<file path="src/rtl/png_stored_deflate_encoder_defines.svh">
// ----------------------------------------------------------------------------
// png_stored_deflate_encoder_defines
// Assertion macros for the encoder modules.
// ----------------------------------------------------------------------------
`ifndef PNG_STORED_DEFLATE_ENCODER_DEFINES_SVH
`define PNG_STORED_DEFLATE_ENCODER_DEFINES_SVH

// same-cycle implication, clocked by clk, off during reset
`define PSD_ASSERT_NOW(lbl, ante, cons, msg) \
    lbl: assert property (@(posedge clk) disable iff (!rst_n) (ante) |-> (cons)) \
        else $error(msg);

// next-cycle implication, clocked by clk, off during reset
`define PSD_ASSERT_NEXT(lbl, ante, cons, msg) \
    lbl: assert property (@(posedge clk) disable iff (!rst_n) (ante) |=> (cons)) \
        else $error(msg);

`endif

</file>
<file path="src/rtl/psd_pkg.sv">
// ----------------------------------------------------------------------------
// psd_pkg
// Types and constants shared by the stored-deflate PNG encoder modules.
// ----------------------------------------------------------------------------
package psd_pkg;

    // configuration register indexes
    localparam logic [1:0] REG_WIDTH  = 2'd0;
    localparam logic [1:0] REG_HEIGHT = 2'd1;

    // most bytes one pixel may produce
    localparam int unsigned MAX_OUT = 64;

    // last byte index of each byte sequence
    localparam logic [5:0] HEAD_LAST = 6'd42;
    localparam logic [5:0] TAIL_LAST = 6'd19;
    localparam logic [5:0] BLK_LAST  = 6'd4;

    localparam logic [31:0] CRC_POLY   = 32'hEDB88320;
    localparam logic [31:0] CRC_INIT   = 32'hFFFFFFFF;
    localparam logic [16:0] ADLER_MOD  = 17'd65521;

    // one classified pixel item handed from front to back
    typedef struct packed {
        logic        tail_only;
        logic        hdr;
        logic        filter;
        logic        tail_after;
        logic [31:0] pixel;
        logic [14:0] w;
        logic [14:0] h;
    } cmd_t;

    // divider request and response
    typedef struct packed {
        logic        start;
        logic [31:0] dividend;
    } div_req_t;

    typedef struct packed {
        logic        busy;
        logic [31:0] quotient;
    } div_rsp_t;

endpackage

</file>
<file path="src/rtl/psd_if.sv">
// ----------------------------------------------------------------------------
// psd_if
// Valid/ready channels of the encoder: pixels, output bytes, configuration.
// ----------------------------------------------------------------------------
interface psd_pix_if;
    logic       valid;
    logic       ready;
    logic [7:0] red;
    logic [7:0] green;
    logic [7:0] blue;
    logic [7:0] alpha;
    modport source (output valid, red, green, blue, alpha, input ready);
    modport sink   (input valid, red, green, blue, alpha, output ready);
endinterface

interface psd_byte_if;
    logic       valid;
    logic       ready;
    logic [7:0] out_byte;
    logic       run_end;
    logic       file_end;
    modport source (output valid, out_byte, run_end, file_end, input ready);
    modport sink   (input valid, out_byte, run_end, file_end, output ready);
endinterface

interface psd_cfg_if;
    logic        valid;
    logic        ready;
    logic [1:0]  index;
    logic [14:0] data;
    modport source (output valid, index, data, input ready);
    modport sink   (input valid, index, data, output ready);
endinterface

</file>
<file path="src/rtl/psd_front.sv">
// ----------------------------------------------------------------------------
// psd_front
// Accepts pixels, tracks row and column framing and classifies each item.
// ----------------------------------------------------------------------------
module psd_front
    import psd_pkg::*;
#(
    parameter int unsigned MAX_DIMENSION = 16384
)
(
    input  logic       clk,
    input  logic       rst_n,
    psd_cfg_if.sink    cfg,
    psd_pix_if.sink    pix,
    input  logic       q_full,
    output logic       q_push,
    output cmd_t       q_data
);

    localparam logic [14:0] DIM_MAX = 15'(MAX_DIMENSION);

    logic [14:0] width_reg, width_next;
    logic [14:0] height_reg, height_next;
    logic [14:0] cur_w_reg, cur_w_next;
    logic [14:0] cur_h_reg, cur_h_next;
    logic [13:0] col_reg, col_next;
    logic [13:0] row_reg, row_next;
    logic        hd_reg, hd_next;
    logic        tp_reg, tp_next;

    logic [14:0] w_sel, h_sel, w_clamp, h_clamp;
    logic [13:0] col_base, row_base;
    logic [14:0] col_inc, row_inc;
    logic        hdr;

    assign cfg.ready = 1'b1;
    assign pix.ready = !q_full;
    assign q_push    = pix.valid && !q_full;

    // dimension saturation into 1..max
    always_comb
    begin
        w_clamp = (width_reg == 15'd0) ? 15'd1 : ((width_reg > DIM_MAX) ? DIM_MAX : width_reg);
        h_clamp = (height_reg == 15'd0) ? 15'd1 : ((height_reg > DIM_MAX) ? DIM_MAX : height_reg);
    end

    // classify the item and advance framing
    always_comb
    begin
        width_next  = width_reg;
        height_next = height_reg;
        cur_w_next  = cur_w_reg;
        cur_h_next  = cur_h_reg;
        col_next    = col_reg;
        row_next    = row_reg;
        hd_next     = hd_reg;
        tp_next     = tp_reg;

        hdr      = !hd_reg;
        w_sel    = hdr ? w_clamp : cur_w_reg;
        h_sel    = hdr ? h_clamp : cur_h_reg;
        col_base = hdr ? 14'd0 : col_reg;
        row_base = hdr ? 14'd0 : row_reg;
        col_inc  = {1'b0, col_base} + 15'd1;
        row_inc  = {1'b0, row_base} + 15'd1;

        q_data            = '0;
        q_data.pixel      = {pix.red, pix.green, pix.blue, pix.alpha};
        q_data.w          = w_sel;
        q_data.h          = h_sel;

        if (cfg.valid && cfg.index == REG_WIDTH)
        begin
            width_next = cfg.data;
        end
        if (cfg.valid && cfg.index == REG_HEIGHT)
        begin
            height_next = cfg.data;
        end

        if (tp_reg)
        begin
            q_data.tail_only = 1'b1;
            q_data.w         = cur_w_reg;
            q_data.h         = cur_h_reg;
        end
        else
        begin
            q_data.hdr    = hdr;
            q_data.filter = (col_base == 14'd0);
            // the trailer goes with the last pixel unless that pixel also held the header
            q_data.tail_after = !hdr && (col_inc >= w_sel) && (row_inc >= h_sel);
        end

        if (q_push)
        begin
            if (tp_reg)
            begin
                tp_next = 1'b0;
                hd_next = 1'b0;
            end
            else
            begin
                hd_next = 1'b1;
                if (hdr)
                begin
                    cur_w_next = w_sel;
                    cur_h_next = h_sel;
                end
                if (col_inc >= w_sel)
                begin
                    col_next = 14'd0;
                    if (row_inc >= h_sel)
                    begin
                        row_next = 14'd0;
                        if (hdr)
                        begin
                            tp_next = 1'b1;
                        end
                        else
                        begin
                            hd_next = 1'b0;
                        end
                    end
                    else
                    begin
                        row_next = row_inc[13:0];
                    end
                end
                else
                begin
                    col_next = col_inc[13:0];
                    row_next = row_base;
                end
            end
        end
    end

    // framing state
    always_ff @(posedge clk or negedge rst_n)
    begin
        if (!rst_n)
        begin
            width_reg  <= 15'd1;
            height_reg <= 15'd1;
            cur_w_reg  <= 15'd1;
            cur_h_reg  <= 15'd1;
            col_reg    <= '0;
            row_reg    <= '0;
            hd_reg     <= 1'b0;
            tp_reg     <= 1'b0;
        end
        else
        begin
            width_reg  <= width_next;
            height_reg <= height_next;
            cur_w_reg  <= cur_w_next;
            cur_h_reg  <= cur_h_next;
            col_reg    <= col_next;
            row_reg    <= row_next;
            hd_reg     <= hd_next;
            tp_reg     <= tp_next;
        end
    end

endmodule

</file>
<file path="src/rtl/psd_queue.sv">
// ----------------------------------------------------------------------------
// psd_queue
// Four-entry queue of classified items between front and back.
// ----------------------------------------------------------------------------
module psd_queue
    import psd_pkg::*;
(
    input  logic clk,
    input  logic rst_n,
    input  logic push,
    input  cmd_t push_data,
    output logic full,
    output logic head_valid,
    output cmd_t head_data,
    input  logic pop
);

    localparam int DEPTH = 4;

    cmd_t        mem_reg [DEPTH];
    logic [1:0]  wr_ptr_reg, wr_ptr_next;
    logic [1:0]  rd_ptr_reg, rd_ptr_next;
    logic [2:0]  cnt_reg, cnt_next;

    assign full       = (cnt_reg == 3'(DEPTH));
    assign head_valid = (cnt_reg != 3'd0);
    assign head_data  = mem_reg[rd_ptr_reg];

    // pointer and count update
    always_comb
    begin
        wr_ptr_next = push ? wr_ptr_reg + 2'd1 : wr_ptr_reg;
        rd_ptr_next = pop ? rd_ptr_reg + 2'd1 : rd_ptr_reg;
        cnt_next    = cnt_reg + {2'd0, push} - {2'd0, pop};
    end

    // storage
    always_ff @(posedge clk)
    begin
        if (push)
        begin
            mem_reg[wr_ptr_reg] <= push_data;
        end
    end

    // control
    always_ff @(posedge clk or negedge rst_n)
    begin
        if (!rst_n)
        begin
            wr_ptr_reg <= '0;
            rd_ptr_reg <= '0;
            cnt_reg    <= '0;
        end
        else
        begin
            wr_ptr_reg <= wr_ptr_next;
            rd_ptr_reg <= rd_ptr_next;
            cnt_reg    <= cnt_next;
        end
    end

endmodule

</file>
<file path="src/rtl/psd_div.sv">
// ----------------------------------------------------------------------------
// psd_div
// Division by a fixed divisor through a reciprocal multiply.
// ----------------------------------------------------------------------------
module psd_div
    import psd_pkg::*;
#(
    parameter int unsigned DIVISOR = 65535
)
(
    input  logic     clk,
    input  logic     rst_n,
    input  div_req_t req,
    output div_rsp_t rsp
);

    // reciprocal scaled so the high product bits give the exact quotient
    // for every dividend below 2**31
    localparam int unsigned SHIFT      = 31 + $clog2(DIVISOR);
    localparam logic [63:0] RECIP_WIDE =
        ((64'd1 << SHIFT) + 64'(DIVISOR) - 64'd1) / 64'(DIVISOR);
    localparam logic [31:0] RECIP      = RECIP_WIDE[31:0];

    logic [31:0] x_reg, x_next;
    logic [31:0] q_reg, q_next;
    logic        busy_reg, busy_next;
    logic [63:0] prod;

    assign rsp.busy     = busy_reg;
    assign rsp.quotient = q_reg;

    // capture the dividend, then take the quotient from the product
    always_comb
    begin
        prod      = 64'(x_reg) * 64'(RECIP);
        x_next    = x_reg;
        q_next    = q_reg;
        busy_next = busy_reg;
        if (req.start)
        begin
            x_next    = req.dividend;
            busy_next = 1'b1;
        end
        else if (busy_reg)
        begin
            q_next    = 32'(prod >> SHIFT);
            busy_next = 1'b0;
        end
    end

    always_ff @(posedge clk or negedge rst_n)
    begin
        if (!rst_n)
        begin
            x_reg    <= '0;
            q_reg    <= '0;
            busy_reg <= 1'b0;
        end
        else
        begin
            x_reg    <= x_next;
            q_reg    <= q_next;
            busy_reg <= busy_next;
        end
    end

endmodule

</file>
<file path="src/rtl/psd_back.sv">
// ----------------------------------------------------------------------------
// psd_back
// Byte sequencer: header, stored block framing, raw data, checksums, trailer.
// ----------------------------------------------------------------------------
`include "png_stored_deflate_encoder_defines.svh"

module psd_back
    import psd_pkg::*;
#(
    parameter int unsigned STORED_BLOCK_LIMIT = 65535
)
(
    input  logic       clk,
    input  logic       rst_n,
    input  logic       q_valid,
    input  cmd_t       q_data,
    output logic       q_pop,
    output div_req_t   div_req,
    input  div_rsp_t   div_rsp,
    psd_byte_if.source res
);

    localparam logic [15:0] BLK_LIM = 16'(STORED_BLOCK_LIMIT);

    typedef enum logic [2:0] {PH_IDLE, PH_HEAD, PH_BLK, PH_DATA, PH_TAIL} phase_t;

    phase_t      phase_reg, phase_next;
    cmd_t        cmd_reg, cmd_next;
    logic [5:0]  idx_reg, idx_next;
    logic [2:0]  ridx_reg, ridx_next;
    logic [6:0]  ocount_reg, ocount_next;
    logic [30:0] raw_reg, raw_next;
    logic [15:0] block_left_reg, block_left_next;
    logic [15:0] adler_lo_reg, adler_lo_next;
    logic [15:0] adler_hi_reg, adler_hi_next;
    logic [31:0] crc_reg, crc_next;
    logic        ov_reg, ov_next;
    logic [7:0]  byte_reg, byte_next;
    logic        run_end_reg, run_end_next;
    logic        fend_reg, fend_next;

    logic        adv, step, stall, emit, crc_en, last, fend;
    logic [7:0]  bsel, dbyte;
    logic [31:0] prod, zlen, crc_x, adler_word;
    logic [16:0] w4;
    logic [15:0] blen, nlen, blk_dec;
    logic [16:0] lo_sum, hi_sum;
    logic [15:0] lo_new, hi_new;

    function automatic logic [31:0] crc_step(input logic [31:0] c, input logic [7:0] b);
        logic [31:0] x;
        x = c ^ {24'd0, b};
        for (int k = 0; k < 8; k++)
        begin
            x = x[0] ? (CRC_POLY ^ (x >> 1)) : (x >> 1);
        end
        return x;
    endfunction

    assign res.valid    = ov_reg;
    assign res.out_byte = byte_reg;
    assign res.run_end  = run_end_reg;
    assign res.file_end = fend_reg;

    // arithmetic feeding the byte mux
    always_comb
    begin
        w4         = {cmd_reg.w, 2'b00} + 17'd1;
        prod       = 32'(cmd_reg.h) * 32'(w4);
        zlen       = div_rsp.quotient + (div_rsp.quotient << 2) + 32'(raw_reg) + 32'd6;
        crc_x      = crc_reg ^ CRC_INIT;
        adler_word = {adler_hi_reg, adler_lo_reg};
        blen       = (raw_reg < 31'(BLK_LIM)) ? raw_reg[15:0] : BLK_LIM;
        nlen       = ~blen;
        blk_dec    = (block_left_reg != 16'd0) ? block_left_reg - 16'd1 : block_left_reg;
        unique case (ridx_reg)
            3'd1:    dbyte = cmd_reg.pixel[31:24];
            3'd2:    dbyte = cmd_reg.pixel[23:16];
            3'd3:    dbyte = cmd_reg.pixel[15:8];
            3'd4:    dbyte = cmd_reg.pixel[7:0];
            default: dbyte = 8'd0;
        endcase
        lo_sum = {1'b0, adler_lo_reg} + {9'd0, dbyte};
        lo_new = (lo_sum >= ADLER_MOD) ? 16'(lo_sum - ADLER_MOD) : lo_sum[15:0];
        hi_sum = {1'b0, adler_hi_reg} + {1'b0, lo_new};
        hi_new = (hi_sum >= ADLER_MOD) ? 16'(hi_sum - ADLER_MOD) : hi_sum[15:0];
    end

    // byte selection per phase
    always_comb
    begin
        bsel   = 8'd0;
        crc_en = 1'b0;
        last   = 1'b0;
        fend   = 1'b0;
        stall  = 1'b0;
        unique case (phase_reg)
            PH_HEAD:
            begin
                crc_en = (idx_reg >= 6'd12 && idx_reg <= 6'd28) || idx_reg >= 6'd37;
                stall  = idx_reg >= 6'd33 && idx_reg <= 6'd36 && div_rsp.busy;
                unique case (idx_reg)
                    6'd0:  bsel = 8'h89;
                    6'd1:  bsel = 8'h50;
                    6'd2:  bsel = 8'h4E;
                    6'd3:  bsel = 8'h47;
                    6'd4:  bsel = 8'h0D;
                    6'd5:  bsel = 8'h0A;
                    6'd6:  bsel = 8'h1A;
                    6'd7:  bsel = 8'h0A;
                    6'd11: bsel = 8'h0D;
                    6'd12: bsel = 8'h49;
                    6'd13: bsel = 8'h48;
                    6'd14: bsel = 8'h44;
                    6'd15: bsel = 8'h52;
                    6'd18: bsel = {1'b0, cmd_reg.w[14:8]};
                    6'd19: bsel = cmd_reg.w[7:0];
                    6'd22: bsel = {1'b0, cmd_reg.h[14:8]};
                    6'd23: bsel = cmd_reg.h[7:0];
                    6'd24: bsel = 8'h08;
                    6'd25: bsel = 8'h06;
                    6'd29: bsel = crc_x[31:24];
                    6'd30: bsel = crc_x[23:16];
                    6'd31: bsel = crc_x[15:8];
                    6'd32: bsel = crc_x[7:0];
                    6'd33: bsel = zlen[31:24];
                    6'd34: bsel = zlen[23:16];
                    6'd35: bsel = zlen[15:8];
                    6'd36: bsel = zlen[7:0];
                    6'd37: bsel = 8'h49;
                    6'd38: bsel = 8'h44;
                    6'd39: bsel = 8'h41;
                    6'd40: bsel = 8'h54;
                    6'd41: bsel = 8'h78;
                    6'd42: bsel = 8'h01;
                    default: bsel = 8'h00;
                endcase
            end
            PH_BLK:
            begin
                crc_en = 1'b1;
                unique case (idx_reg)
                    6'd0:    bsel = {7'd0, ({15'd0, blen} == raw_reg)};
                    6'd1:    bsel = blen[7:0];
                    6'd2:    bsel = blen[15:8];
                    6'd3:    bsel = nlen[7:0];
                    default: bsel = nlen[15:8];
                endcase
            end
            PH_DATA:
            begin
                crc_en = 1'b1;
                bsel   = dbyte;
                last   = (ridx_reg == 3'd4) && !cmd_reg.tail_after;
            end
            PH_TAIL:
            begin
                crc_en = idx_reg <= 6'd3 || (idx_reg >= 6'd12 && idx_reg <= 6'd15);
                last   = (idx_reg == TAIL_LAST);
                fend   = (idx_reg == TAIL_LAST);
                unique case (idx_reg)
                    6'd0:  bsel = adler_word[31:24];
                    6'd1:  bsel = adler_word[23:16];
                    6'd2:  bsel = adler_word[15:8];
                    6'd3:  bsel = adler_word[7:0];
                    6'd4:  bsel = crc_x[31:24];
                    6'd5:  bsel = crc_x[23:16];
                    6'd6:  bsel = crc_x[15:8];
                    6'd7:  bsel = crc_x[7:0];
                    6'd12: bsel = 8'h49;
                    6'd13: bsel = 8'h45;
                    6'd14: bsel = 8'h4E;
                    6'd15: bsel = 8'h44;
                    6'd16: bsel = crc_x[31:24];
                    6'd17: bsel = crc_x[23:16];
                    6'd18: bsel = crc_x[15:8];
                    6'd19: bsel = crc_x[7:0];
                    default: bsel = 8'h00;
                endcase
            end
            default:
            begin
                bsel = 8'h00;
            end
        endcase
    end

    // sequencer next state
    always_comb
    begin
        phase_next      = phase_reg;
        cmd_next        = cmd_reg;
        idx_next        = idx_reg;
        ridx_next       = ridx_reg;
        ocount_next     = ocount_reg;
        raw_next        = raw_reg;
        block_left_next = block_left_reg;
        adler_lo_next   = adler_lo_reg;
        adler_hi_next   = adler_hi_reg;
        crc_next        = crc_reg;
        ov_next         = ov_reg;
        byte_next       = byte_reg;
        run_end_next    = run_end_reg;
        fend_next       = fend_reg;
        q_pop           = 1'b0;
        div_req.start    = 1'b0;
        div_req.dividend = 32'(raw_reg) + 32'(BLK_LIM) - 32'd1;

        adv  = !ov_reg || res.ready;
        step = adv && !stall && phase_reg != PH_IDLE;
        emit = ocount_reg < 7'(MAX_OUT);

        if (ov_reg && res.ready)
        begin
            ov_next = 1'b0;
        end

        // output register and crc
        if (step && emit)
        begin
            ov_next      = 1'b1;
            byte_next    = bsel;
            run_end_next = last || (ocount_reg == 7'(MAX_OUT - 1));
            fend_next    = fend;
            ocount_next  = ocount_reg + 7'd1;
            if (crc_en)
            begin
                crc_next = crc_step(crc_reg, bsel);
            end
        end

        unique case (phase_reg)
            PH_IDLE:
            begin
                if (q_valid)
                begin
                    q_pop       = 1'b1;
                    cmd_next    = q_data;
                    ocount_next = '0;
                    idx_next    = '0;
                    ridx_next   = q_data.filter ? 3'd0 : 3'd1;
                    if (q_data.tail_only)
                    begin
                        phase_next = PH_TAIL;
                    end
                    else if (q_data.hdr)
                    begin
                        phase_next = PH_HEAD;
                    end
                    else
                    begin
                        phase_next = (block_left_reg == 16'd0) ? PH_BLK : PH_DATA;
                    end
                end
            end
            PH_HEAD:
            begin
                if (step)
                begin
                    idx_next = idx_reg + 6'd1;
                    if (idx_reg == 6'd0)
                    begin
                        raw_next        = prod[30:0];
                        adler_lo_next   = 16'd1;
                        adler_hi_next   = 16'd0;
                        block_left_next = 16'd0;
                    end
                    if (idx_reg == 6'd1)
                    begin
                        div_req.start = 1'b1;
                    end
                    if (idx_reg == 6'd11 || idx_reg == 6'd36)
                    begin
                        crc_next = CRC_INIT;
                    end
                    if (idx_reg == HEAD_LAST)
                    begin
                        idx_next   = '0;
                        phase_next = PH_BLK;
                    end
                end
            end
            PH_BLK:
            begin
                if (step)
                begin
                    idx_next = idx_reg + 6'd1;
                    if (idx_reg == BLK_LAST)
                    begin
                        idx_next        = '0;
                        block_left_next = blen;
                        phase_next      = PH_DATA;
                    end
                end
            end
            PH_DATA:
            begin
                if (step)
                begin
                    adler_lo_next   = lo_new;
                    adler_hi_next   = hi_new;
                    block_left_next = blk_dec;
                    raw_next        = (raw_reg != 31'd0) ? raw_reg - 31'd1 : raw_reg;
                    if (ridx_reg == 3'd4)
                    begin
                        phase_next = cmd_reg.tail_after ? PH_TAIL : PH_IDLE;
                    end
                    else
                    begin
                        ridx_next  = ridx_reg + 3'd1;
                        phase_next = (blk_dec == 16'd0) ? PH_BLK : PH_DATA;
                    end
                end
            end
            PH_TAIL:
            begin
                if (step)
                begin
                    idx_next = idx_reg + 6'd1;
                    if (idx_reg == 6'd11)
                    begin
                        crc_next = CRC_INIT;
                    end
                    if (idx_reg == TAIL_LAST)
                    begin
                        idx_next   = '0;
                        phase_next = PH_IDLE;
                    end
                end
            end
            default:
            begin
                phase_next = PH_IDLE;
            end
        endcase
    end

    // state and registered outputs
    always_ff @(posedge clk or negedge rst_n)
    begin
        if (!rst_n)
        begin
            phase_reg      <= PH_IDLE;
            cmd_reg        <= '0;
            idx_reg        <= '0;
            ridx_reg       <= '0;
            ocount_reg     <= '0;
            raw_reg        <= '0;
            block_left_reg <= '0;
            adler_lo_reg   <= 16'd1;
            adler_hi_reg   <= 16'd0;
            crc_reg        <= CRC_INIT;
            ov_reg         <= 1'b0;
            byte_reg       <= '0;
            run_end_reg    <= 1'b0;
            fend_reg       <= 1'b0;
        end
        else
        begin
            phase_reg      <= phase_next;
            cmd_reg        <= cmd_next;
            idx_reg        <= idx_next;
            ridx_reg       <= ridx_next;
            ocount_reg     <= ocount_next;
            raw_reg        <= raw_next;
            block_left_reg <= block_left_next;
            adler_lo_reg   <= adler_lo_next;
            adler_hi_reg   <= adler_hi_next;
            crc_reg        <= crc_next;
            ov_reg         <= ov_next;
            byte_reg       <= byte_next;
            run_end_reg    <= run_end_next;
            fend_reg       <= fend_next;
        end
    end

    // checks
    `PSD_ASSERT_NOW(a_fend_run, ov_reg && fend_reg, run_end_reg, "file end byte not closing its item")
    `PSD_ASSERT_NOW(a_blk_lim, 1'b1, block_left_reg <= BLK_LIM, "stored block count above limit")
    `PSD_ASSERT_NOW(a_ocount, 1'b1, ocount_reg <= 7'(MAX_OUT), "byte count of an item above limit")
    `PSD_ASSERT_NEXT(a_div_start, div_req.start, div_rsp.busy, "length divider did not start")

endmodule

</file>
<file path="src/rtl/png_stored_deflate_encoder.sv">
// Usage:
// pix carries one RGBA8 pixel per item in raster order; res carries the PNG
// file one byte per item, with run_end on the last byte a pixel causes and
// file_end on the final byte of the file. cfg writes image_width (index 0)
// and image_height (index 1); they are sampled at the first pixel of an image.
// A front stage classifies pixels into a four-entry queue; a back sequencer
// drains it at one output byte per cycle while res is ready. A plain pixel
// takes a dispatch step and then 4 data bytes, plus a row filter byte at a
// row start and 5 bytes per stored block header. The first pixel of an
// image adds the 43-byte header; its length field uses a reciprocal block
// count started at the second header byte, ready long before it is needed.
// The last pixel adds 20 trailer bytes; for a one-pixel image they follow
// the next pixel, which is dropped. When idle, an accepted pixel passes the
// queue and the back item register before its first byte is registered.
// Reset clears framing, checksums and the queue; the next pixel starts a file.
// When res stalls, the output register holds and the queue keeps taking
// pixels until it is full, then pix.ready drops.
// ----------------------------------------------------------------------------
// png_stored_deflate_encoder
// Streaming RGBA8 PNG encoder using stored deflate blocks.
// ----------------------------------------------------------------------------
module png_stored_deflate_encoder
    import psd_pkg::*;
#(
    parameter int unsigned MAX_DIMENSION      = 16384,
    parameter int unsigned STORED_BLOCK_LIMIT = 65535
)
(
    input  logic       clk,
    input  logic       rst_n,
    psd_cfg_if.sink    cfg,
    psd_pix_if.sink    pix,
    psd_byte_if.source res
);

    logic     q_push, q_full, q_valid, q_pop;
    cmd_t     q_in, q_out;
    div_req_t div_req;
    div_rsp_t div_rsp;

    // front: accept and classify
    psd_front #(.MAX_DIMENSION(MAX_DIMENSION)) u_front
    (
        .clk    (clk),
        .rst_n  (rst_n),
        .cfg    (cfg),
        .pix    (pix),
        .q_full (q_full),
        .q_push (q_push),
        .q_data (q_in)
    );

    // decoupling queue
    psd_queue u_queue
    (
        .clk        (clk),
        .rst_n      (rst_n),
        .push       (q_push),
        .push_data  (q_in),
        .full       (q_full),
        .head_valid (q_valid),
        .head_data  (q_out),
        .pop        (q_pop)
    );

    // block count divider
    psd_div #(.DIVISOR(STORED_BLOCK_LIMIT)) u_div
    (
        .clk   (clk),
        .rst_n (rst_n),
        .req   (div_req),
        .rsp   (div_rsp)
    );

    // back: byte sequencer
    psd_back #(.STORED_BLOCK_LIMIT(STORED_BLOCK_LIMIT)) u_back
    (
        .clk     (clk),
        .rst_n   (rst_n),
        .q_valid (q_valid),
        .q_data  (q_out),
        .q_pop   (q_pop),
        .div_req (div_req),
        .div_rsp (div_rsp),
        .res     (res)
    );

endmodule
</file>
<file path="src/flat_wrapper.sv">
// flat-port wrapper written by rule: the top's interface ports become plain ports
module png_stored_deflate_encoder_flat import psd_pkg::*;
#(
    parameter int unsigned MAX_DIMENSION      = 16384,
    parameter int unsigned STORED_BLOCK_LIMIT = 65535
)
  (clk, rst_n, cfg_valid, cfg_index, cfg_data, cfg_ready, pix_valid, pix_red, pix_green, pix_blue, pix_alpha, pix_ready, res_valid, res_out_byte, res_run_end, res_file_end, res_ready);
  psd_cfg_if cfg_i ();
  psd_pix_if pix_i ();
  psd_byte_if res_i ();
  input  logic clk;
  input  logic rst_n;
  input wire logic [$bits(cfg_i.valid)-1:0] cfg_valid;
  input wire logic [$bits(cfg_i.index)-1:0] cfg_index;
  input wire logic [$bits(cfg_i.data)-1:0] cfg_data;
  output wire logic [$bits(cfg_i.ready)-1:0] cfg_ready;
  input wire logic [$bits(pix_i.valid)-1:0] pix_valid;
  input wire logic [$bits(pix_i.red)-1:0] pix_red;
  input wire logic [$bits(pix_i.green)-1:0] pix_green;
  input wire logic [$bits(pix_i.blue)-1:0] pix_blue;
  input wire logic [$bits(pix_i.alpha)-1:0] pix_alpha;
  output wire logic [$bits(pix_i.ready)-1:0] pix_ready;
  output wire logic [$bits(res_i.valid)-1:0] res_valid;
  output wire logic [$bits(res_i.out_byte)-1:0] res_out_byte;
  output wire logic [$bits(res_i.run_end)-1:0] res_run_end;
  output wire logic [$bits(res_i.file_end)-1:0] res_file_end;
  input wire logic [$bits(res_i.ready)-1:0] res_ready;
  assign cfg_i.valid = cfg_valid;
  assign cfg_i.index = cfg_index;
  assign cfg_i.data = cfg_data;
  assign cfg_ready = cfg_i.ready;
  assign pix_i.valid = pix_valid;
  assign pix_i.red = pix_red;
  assign pix_i.green = pix_green;
  assign pix_i.blue = pix_blue;
  assign pix_i.alpha = pix_alpha;
  assign pix_ready = pix_i.ready;
  assign res_valid = res_i.valid;
  assign res_out_byte = res_i.out_byte;
  assign res_run_end = res_i.run_end;
  assign res_file_end = res_i.file_end;
  assign res_i.ready = res_ready;
  png_stored_deflate_encoder #(.MAX_DIMENSION(MAX_DIMENSION), .STORED_BLOCK_LIMIT(STORED_BLOCK_LIMIT)) u_core (.clk(clk), .rst_n(rst_n), .cfg(cfg_i), .pix(pix_i), .res(res_i));
endmodule
</file>
<file path="config.mk">
export PLATFORM = sky130hd
export DESIGN_NAME = png_stored_deflate_encoder_flat
export DESIGN_NICKNAME = d
export VERILOG_FILES = /design/src/rtl/psd_pkg.sv /design/src/rtl/psd_if.sv /design/src/rtl/psd_front.sv /design/src/rtl/psd_queue.sv /design/src/rtl/psd_div.sv /design/src/rtl/psd_back.sv /design/src/rtl/png_stored_deflate_encoder.sv /design/src/flat_wrapper.sv
export VERILOG_INCLUDE_DIRS = /design/src /design/src/rtl
export SDC_FILE = /design/constraint.sdc
export NUM_CORES = 2
export LEC_CHECK = 0
export BUFFER_PORTS_ARGS = -buffer_cell sky130_fd_sc_hd__buf_2
export CAP_MARGIN = 5
export CORE_MARGIN = 2
export CORE_UTILIZATION = 50
export CTS_CLUSTER_SIZE = 16
export DETAILED_ROUTE_END_ITERATION = 8
export MAX_ROUTING_LAYER = met4
export PLACE_DENSITY = 0.79
export SYNTH_ARGS = -nofsm -noshare
export SYNTH_HDL_FRONTEND = slang
export SYNTH_HIERARCHICAL = 1
export SYNTH_SLANG_ARGS = --single-unit
</file>
<file path="constraint.sdc">
create_clock -name clk -period 7.2 [get_ports clk]
set_clock_uncertainty 0.05 [all_clocks]
set_input_delay 0.72 -clock clk [delete_from_list [all_inputs] [get_ports clk]]
set_output_delay 0.72 -clock clk [all_outputs]
set_load 0.02 [all_outputs]
</file>
# Word level (Yosys, flattened, before mapping)
# Memory sizes are Yosys's and may differ from the RTL's.
# Index checks and enable logic that the tools add are counted.
# classes
magnitude_cmp	15
reduce_logical	60
n_eq_ne	57
bitwise_logic	14
n_addsub	21
mux	107
mul	2
# op_table
op	n
two-way mux 32 bit	14
one-hot mux 8 bit (29 select lines)	1
two-way mux 16 bit	13
two-way mux 31 bit	4
inverter 13 -> 14 bit	8
one-hot mux 8 bit (12 select lines)	1
one-hot mux 8 bit (4 select lines)	3
two-way mux 15 bit	6
two-way mux 14 bit	5
== test 6 x 5 -> 1 bit, second input constant	11
== test 6 bit, second input constant	11
multiplier 32 x 32 -> 64 bit, second input constant	1
one-hot mux 16 bit (2 select lines)	2
one-hot mux 32 bit (2 select lines)	1
one-hot mux 31 bit (2 select lines)	1
one-hot mux 16 bit (3 select lines)	1
two-way mux 3 bit	15
two-way mux 6 bit	7
>= comparator 17 x 16 -> 1 bit, second input constant	2
adder 20 x 31 -> 32 bit	1
adder 31 x 16 -> 32 bit, second input constant	1
adder 32 x 3 -> 32 bit, second input constant	1
logical NOT 16 bit	2
inverter 32 bit	1
70 further kinds	163
# totals
ram_bits	264
out_inout_bits	13
ff_bits	351
memories	1
# memory_table
name	words	width	rd	rd_ports_with_merged_regs	write_ports	line_no	rtl
u_core.u_queue.mem_reg	4	66	1	0	1	psd_queue.sv:20	cmd_t mem_reg [DEPTH];

# Depth between registers and ports, before layout
# depth
word_depth	27
depth_mapped	39

# Cells and area by module
# Netlist, hierarchy kept.
# by_module_without_submodules
mod	n_inst	cells_per_inst	area_per_inst_um2	seq_area_each_um2
psd_back	1	3129	26556.7	5146.2
psd_queue	1	379	9933.3	8102.8
psd_front	1	691	5891.9	2257.2
psd_div	1	487	5013.6	1251.2

# Worst setup path before layout
# No wires, ideal clock.
# synth_timing
kind	register to register
from	register u_core.u_back.ridx_reg[0]
to	register u_core.u_back.adler_hi_reg[12]
n_path_buf	3
stages_incl_launch_ff	38
arrival_time_ps	7763
required_ps	7028
period_less_slack_ps	7935
setup_ps	122
slack_ps	-735
cell_sequence	dfrtp_1 > inv_1 > ha_1 > clkbuf_1 > nor3_1 > o21ai_0 > clkbuf_1 > and2_1 > ha_1 > inv_1 > fa_1 > nand3b_1 > a21boi_0 > o21ai_0 > nand2_1 > xnor2_1 > a221oi_1 > a211oi_1 > [... 2 more ...] > clkbuf_1 > nand2_1 > xnor2_1 > ha_1 > inv_1 > fa_1 > nand3b_1 > a21oi_1 > o21a_1 > o211ai_1 > a31oi_1 > xor2_1 > nand4_1 > nor4_2 > a21oi_2 > nand2b_1 > or3_1 > a32o_1
# synth_via
elab_chain_cells	10
# synth_rtl
item	line_no	rtl
start: declaration	psd_back.sv:30	logic [2:0] ridx_reg, ridx_next;
start signal: assignment	psd_back.sv:363	ridx_reg <= ridx_next;
== test 3 bit (tied with other cells)	psd_back.sv:76	unique case (ridx_reg)
one-hot mux 8 bit (4 select lines) (*)	psd_back.sv:76	
adder 16 x 8 -> 17 bit (*)	psd_back.sv:83	lo_sum = {1'b0, adler_lo_reg} + {9'd0, dbyte};
subtractor 16 bit / >= comparator 17 x 16 -> 1 bit (equally long branches)	psd_back.sv:84	lo_new = (lo_sum >= ADLER_MOD) ? 16'(lo_sum - ADLER_MOD) : lo_sum[15:0];
two-way mux 16 bit (*)	psd_back.sv:84	
adder 16 x 16 -> 17 bit (*)	psd_back.sv:85	hi_sum = {1'b0, adler_hi_reg} + {1'b0, lo_new};
subtractor 16 bit / >= comparator 17 x 16 -> 1 bit (equally long branches)	psd_back.sv:86	hi_new = (hi_sum >= ADLER_MOD) ? 16'(hi_sum - ADLER_MOD) : hi_sum[15:0];
two-way mux 16 bit (*)	psd_back.sv:86	
two-way mux 16 bit (*)	psd_back.sv:298	if (step)
one-hot mux 16 bit (2 select lines) (*)	psd_back.sv:232	unique case (phase_reg)
end signal: assignment	psd_back.sv:368	adler_hi_reg <= adler_hi_next;
end: declaration	psd_back.sv:35	logic [15:0] adler_hi_reg, adler_hi_next;
# Every way passes the cells marked *; elsewhere a longest branch is shown, timed or not. The select of a mux whose other input is x is not followed.
# A chain may end at the register's enable or synchronous reset.

# Final worst setup path
# layout_timing
from	register u_core.u_back.ridx_reg[1]
to	register u_core.u_back.adler_hi_reg[12]
# The elaborated chain is that of the path after synthesis.

==> report_table.html <==
<table>
<tr><th>Metric</th><th>Value</th></tr>
<tr><th colspan="2">Finish</th></tr>
<tr><td>Number of flip-flops under the largest register name</td><td>264</td></tr>
<tr><td>Layout filler cell count</td><td>7924</td></tr>
<tr><td>Layout cells sized above 1</td><td>15.12%</td></tr>
<tr><td>End-of-flow core utilization</td><td>55.46%</td></tr>
<tr><td>Final net count</td><td>5345</td></tr>
<tr><td>Most frequent standard cell in the layout excluding fill and tap cells</td><td>sky130_fd_sc_hd__nand2_1</td></tr>
<tr><td>Layout overhead on the synthesized area</td><td>9.538%</td></tr>
<tr><td>Most frequent cells in the layout</td><td>sky130_fd_sc_hd__nand2_1 (546), sky130_fd_sc_hd__ha_1 (379), sky130_fd_sc_hd__inv_1 (315)</td></tr>
<tr><td>Cell area after layout</td><td>51920 µm²</td></tr>
<tr><th colspan="2">Setup path</th></tr>
<tr><td>Top fanout value on the critical path</td><td>5</td></tr>
<tr><td>Worst setup SP type</td><td>register</td></tr>
<tr><td>Data arrival time of the worst path</td><td>7650 ps</td></tr>
<tr><td>Required time of the worst setup path</td><td>7670 ps</td></tr>
<tr><td>Critical path endpoint category</td><td>register</td></tr>
<tr><td>Cell with the largest stage delay on the worst path</td><td>sky130_fd_sc_hd__dfrtp_1</td></tr>
<tr><td>Category of cells accounting for the largest share of critical-path delay</td><td>compound AO/OA/AOI/OAI gates</td></tr>
<tr><td>Crit path buffers/inverters</td><td>6</td></tr>
<tr><td>Worst Setup Path Type</td><td>reg -&gt; reg</td></tr>
<tr><td>Worst path max stage delay</td><td>430 ps</td></tr>
<tr><th colspan="2">Place</th></tr>
<tr><td>Placer congestion estimate</td><td>1.019</td></tr>
<tr><td>Standard cell area after detailed placement</td><td>49000 µm²</td></tr>
<tr><td>Pre-CTS WS</td><td>-241.4 ps</td></tr>
<tr><td>Number of port buffers</td><td>65</td></tr>
<tr><td>Final HPWL DP</td><td>100900 µm</td></tr>
<tr><th colspan="2">Drt</th></tr>
<tr><td>Number of design-rule violations left by the first detailed-router iteration</td><td>4034</td></tr>
<tr><td>1st-pass router iterations</td><td>7</td></tr>
<tr><td>Number of remaining DRC errors</td><td>0</td></tr>
<tr><td>Count of nets left with antenna violations after detail routing</td><td>0</td></tr>
<tr><td>Via density per instance</td><td>6.168</td></tr>
<tr><td>Number of vias in the routed layout</td><td>37.05k</td></tr>
<tr><td>Detail-routed net length per standard cell</td><td>22.71 µm</td></tr>
<tr><td>Routed WL</td><td>136400 µm</td></tr>
<tr><th colspan="2">Timing</th></tr>
<tr><td>Number of hold-slack violations in the final timing report</td><td>0</td></tr>
<tr><td>Final Max Tran Viols</td><td>0</td></tr>
<tr><td>Final cycle utilization of the critical path</td><td>99.74%</td></tr>
<tr><td>Worst hold slack</td><td>232.9 ps</td></tr>
<tr><td>Setup slack after layout</td><td>18.85 ps</td></tr>
<tr><td>Final worst path period need</td><td>7181 ps</td></tr>
<tr><td>Count of endpoints failing setup in the final report</td><td>0</td></tr>
<tr><td>Tightest Pin Transition</td><td>1327 ps</td></tr>
<tr><td>RSZ-0062 raised after global routing</td><td>true</td></tr>
<tr><td>Max Clock Freq</td><td>139.3 MHz</td></tr>
<tr><td>Max transition margin</td><td>11.37%</td></tr>
<tr><th colspan="2">Logic synthesis</th></tr>
<tr><td>Synth Cell Area</td><td>47400 µm²</td></tr>
<tr><td>Synthesized flop and latch total</td><td>615</td></tr>
<tr><td>Top area cells in the synthesized netlist</td><td>sky130_fd_sc_hd__edfxtp_1 (17%), sky130_fd_sc_hd__dfrtp_1 (17%), sky130_fd_sc_hd__ha_1 (10%)</td></tr>
<tr><td>Synthesized area per cell</td><td>10.11 µm²</td></tr>
<tr><td>Cell accounting for the most synthesized area</td><td>sky130_fd_sc_hd__edfxtp_1</td></tr>
<tr><td>Number of enable flip-flop cells after synthesis</td><td>264</td></tr>
<tr><td>Area share of the leading cell type in the synthesized netlist</td><td>16.73%</td></tr>
<tr><td>Most used DFF post-synth</td><td>sky130_fd_sc_hd__dfrtp_1</td></tr>
<tr><td>Synth unique cells</td><td>115</td></tr>
<tr><td>Async set-or-reset flop fraction in the synthesized netlist</td><td>57.07%</td></tr>
<tr><td>Register area share after synthesis</td><td>35.36%</td></tr>
<tr><td>Post-Synthesis Cells</td><td>4686</td></tr>
<tr><td>Warnings, synthesis</td><td>6</td></tr>
<tr><th colspan="2">Global routing</th></tr>
<tr><td>Number of global-route vias before repair</td><td>36.69k</td></tr>
<tr><td>Remaining global-route overflow</td><td>0</td></tr>
<tr><td>Global Route Usage Sum</td><td>28.52%</td></tr>
<tr><td>First-pass GRT wire length</td><td>211600 µm</td></tr>
<tr><td>Initial antenna violation count</td><td>3</td></tr>
<tr><td>Pin count of the biggest net entering global routing</td><td>120</td></tr>
<tr><th colspan="2">Floorplan</th></tr>
<tr><td>Standard-cell row count</td><td>112</td></tr>
<tr><td>Initial cell density of the core</td><td>50.63%</td></tr>
<tr><td>Die boundary width</td><td>311.9 µm</td></tr>
<tr><td>IO Count</td><td>67</td></tr>
<tr><td>Die outline area</td><td>97270 µm²</td></tr>
<tr><td>Die height</td><td>311.9 µm</td></tr>
<tr><td>Placeable core region</td><td>93610 µm²</td></tr>
<tr><th colspan="2">CTS</th></tr>
<tr><td>Maximum clock insertion buffer count</td><td>3</td></tr>
<tr><td>Clock edge transition at the registers on the reported setup and hold paths</td><td>60 ps</td></tr>
<tr><td>Clock latency on the worst-skew pair</td><td>660 ps</td></tr>
<tr><td>TritonCTS Buffers</td><td>71</td></tr>
<tr><td>Clk root buf</td><td>sky130_fd_sc_hd__clkbuf_16</td></tr>
<tr><td>Clock net sink count</td><td>615</td></tr>
<tr><td>Clock tree from TritonCTS</td><td>built</td></tr>
<tr><td>Max H-tree Level</td><td>3</td></tr>
<tr><th colspan="2">Worst hold path</th></tr>
<tr><td>Class of the worst hold path</td><td>in -&gt; reg</td></tr>
<tr><th colspan="2">Run status</th></tr>
<tr><td>Outcome</td><td>complete, no violations</td></tr>
<tr><th colspan="2">Flow run</th></tr>
<tr><td>Max-Cap Viols</td><td>0</td></tr>
</table>
## logic make-up (layout without fill, tap and decap cells)
family,Yosys count,after routing,share of synthesized area [%]
muxes,219,219,6.716
adders and majority gates,601,601,19.21
other,2,21,0.01585
DFF,615,615,35.36
buffers and inverters,629,677,5.824
AOI/OAI and AO/OA,948,948,13.15
xor gates and xnor gates,218,218,4.488
and+or+nand+nor,1454,1454,15.25
## worst reg2reg max path, delay by kind of cell, from the launching register on
family / cells / cell delay [ps]
DFF: 1 / 430
buffers and inverters: 6 / 810
AOI/OAI and AO/OA: 16 / 2910
adders and majority gates: 3 / 730
and+or+nand+nor: 9 / 1930
xor gates and xnor gates: 1 / 180
## Yosys cell counts, types with 20 or more instances
cell                         n
sky130_fd_sc_hd__xor2_1     73
sky130_fd_sc_hd__dfrtp_1   314
sky130_fd_sc_hd__xnor2_1   129
sky130_fd_sc_hd__a211oi_1   20
sky130_fd_sc_hd__mux2_2    132
sky130_fd_sc_hd__nand2b_1   45
sky130_fd_sc_hd__buf_4      60
sky130_fd_sc_hd__o21ai_0   236
sky130_fd_sc_hd__o31ai_1    24
sky130_fd_sc_hd__nor3_1     87
sky130_fd_sc_hd__a22oi_1    35
sky130_fd_sc_hd__a21oi_1   205
sky130_fd_sc_hd__clkbuf_1  184
sky130_fd_sc_hd__a21o_1     49
sky130_fd_sc_hd__o22ai_1    33
sky130_fd_sc_hd__and2_1    128
sky130_fd_sc_hd__or4_1      23
sky130_fd_sc_hd__nand4_1    63
sky130_fd_sc_hd__mux2i_1    21
sky130_fd_sc_hd__or3_1      33
sky130_fd_sc_hd__inv_1     320
sky130_fd_sc_hd__and3_1     35
sky130_fd_sc_hd__nor4_1     38
sky130_fd_sc_hd__nor2_1    218
sky130_fd_sc_hd__edfxtp_1  264
sky130_fd_sc_hd__o211ai_1   64
sky130_fd_sc_hd__nand3_1   111
sky130_fd_sc_hd__mux4_2     66
sky130_fd_sc_hd__buf_2      32
sky130_fd_sc_hd__ha_1      390
sky130_fd_sc_hd__a22o_1     32
sky130_fd_sc_hd__nor2b_1    23
sky130_fd_sc_hd__nand2_1   548
sky130_fd_sc_hd__fa_1      211
sky130_fd_sc_hd__a31oi_1    43
sky130_fd_sc_hd__dfstp_2    37
## stage by stage
step	std cells	setup TNS [ps]
2_1_floorplan	4700	0
3_3_place_gp	5850	-59.36
3_5_place_dp	5850	-1628
4_1_cts	5985	0
5_1_grt	6005	-2392
6_report	6007	0
## metal layers
layer	global-route usage, %	wire length (µm)	share of wire, %
met2	44.88	64130	47
met3	4.725	11110	8.1
met4	10.61	5656	4.1
met1	37.16	55530	41
met5	-	0	0
## layout make-up
| class | count | area, µm² | area share [%] |
|---|---|---|---|
| diodes | 5 | 12.51 | 0.02410 |
| clock buffers | 95 | 1927 | 3.711 |
| clock inverters | 36 | 488.0 | 0.9399 |
| inverters | 322 | 1211 | 2.333 |
| multi-input cells | 3456 | 28380 | 54.66 |
| flip-flops and latches | 615 | 16770 | 32.31 |
| well taps | 1254 | 1569 | 3.022 |
| repair buffers | 224 | 1556 | 2.998 |
## what timing repair did
item	in CTS	in global routing
cloned	0	0
hold buffers	1	0
pin swaps	9	27
buffers inserted	3	18
resized for setup	9	67
setup endpoints to repair	12	19
hold endpoints to repair	23	0
## final timing paths
check	startpoint	to	slack, ps	cells after the start
min in group asynchronous	rst_n	u_core/u_back/res.out_byte[2]	600	2
worst max register to register	u_core/u_back/ridx_reg[1]	u_core/u_back/adler_hi_reg[12]	20	35
worst max-delay path	u_core/u_back/ridx_reg[1]	u_core/u_back/adler_hi_reg[12]	20	35
max in group asynchronous	rst_n	u_core/u_front/hd_reg	5240	3
worst min-delay path	pix_alpha[3]	u_core/u_queue/mem_reg[1][33]	230	1
worst min register to register	u_core/u_back/res.out_byte[3]	u_core/u_back/res.out_byte[3]	420	2
Power is not shown: default switching activity piles up to over one toggle a cycle in this logic, so the estimate is an artifact.
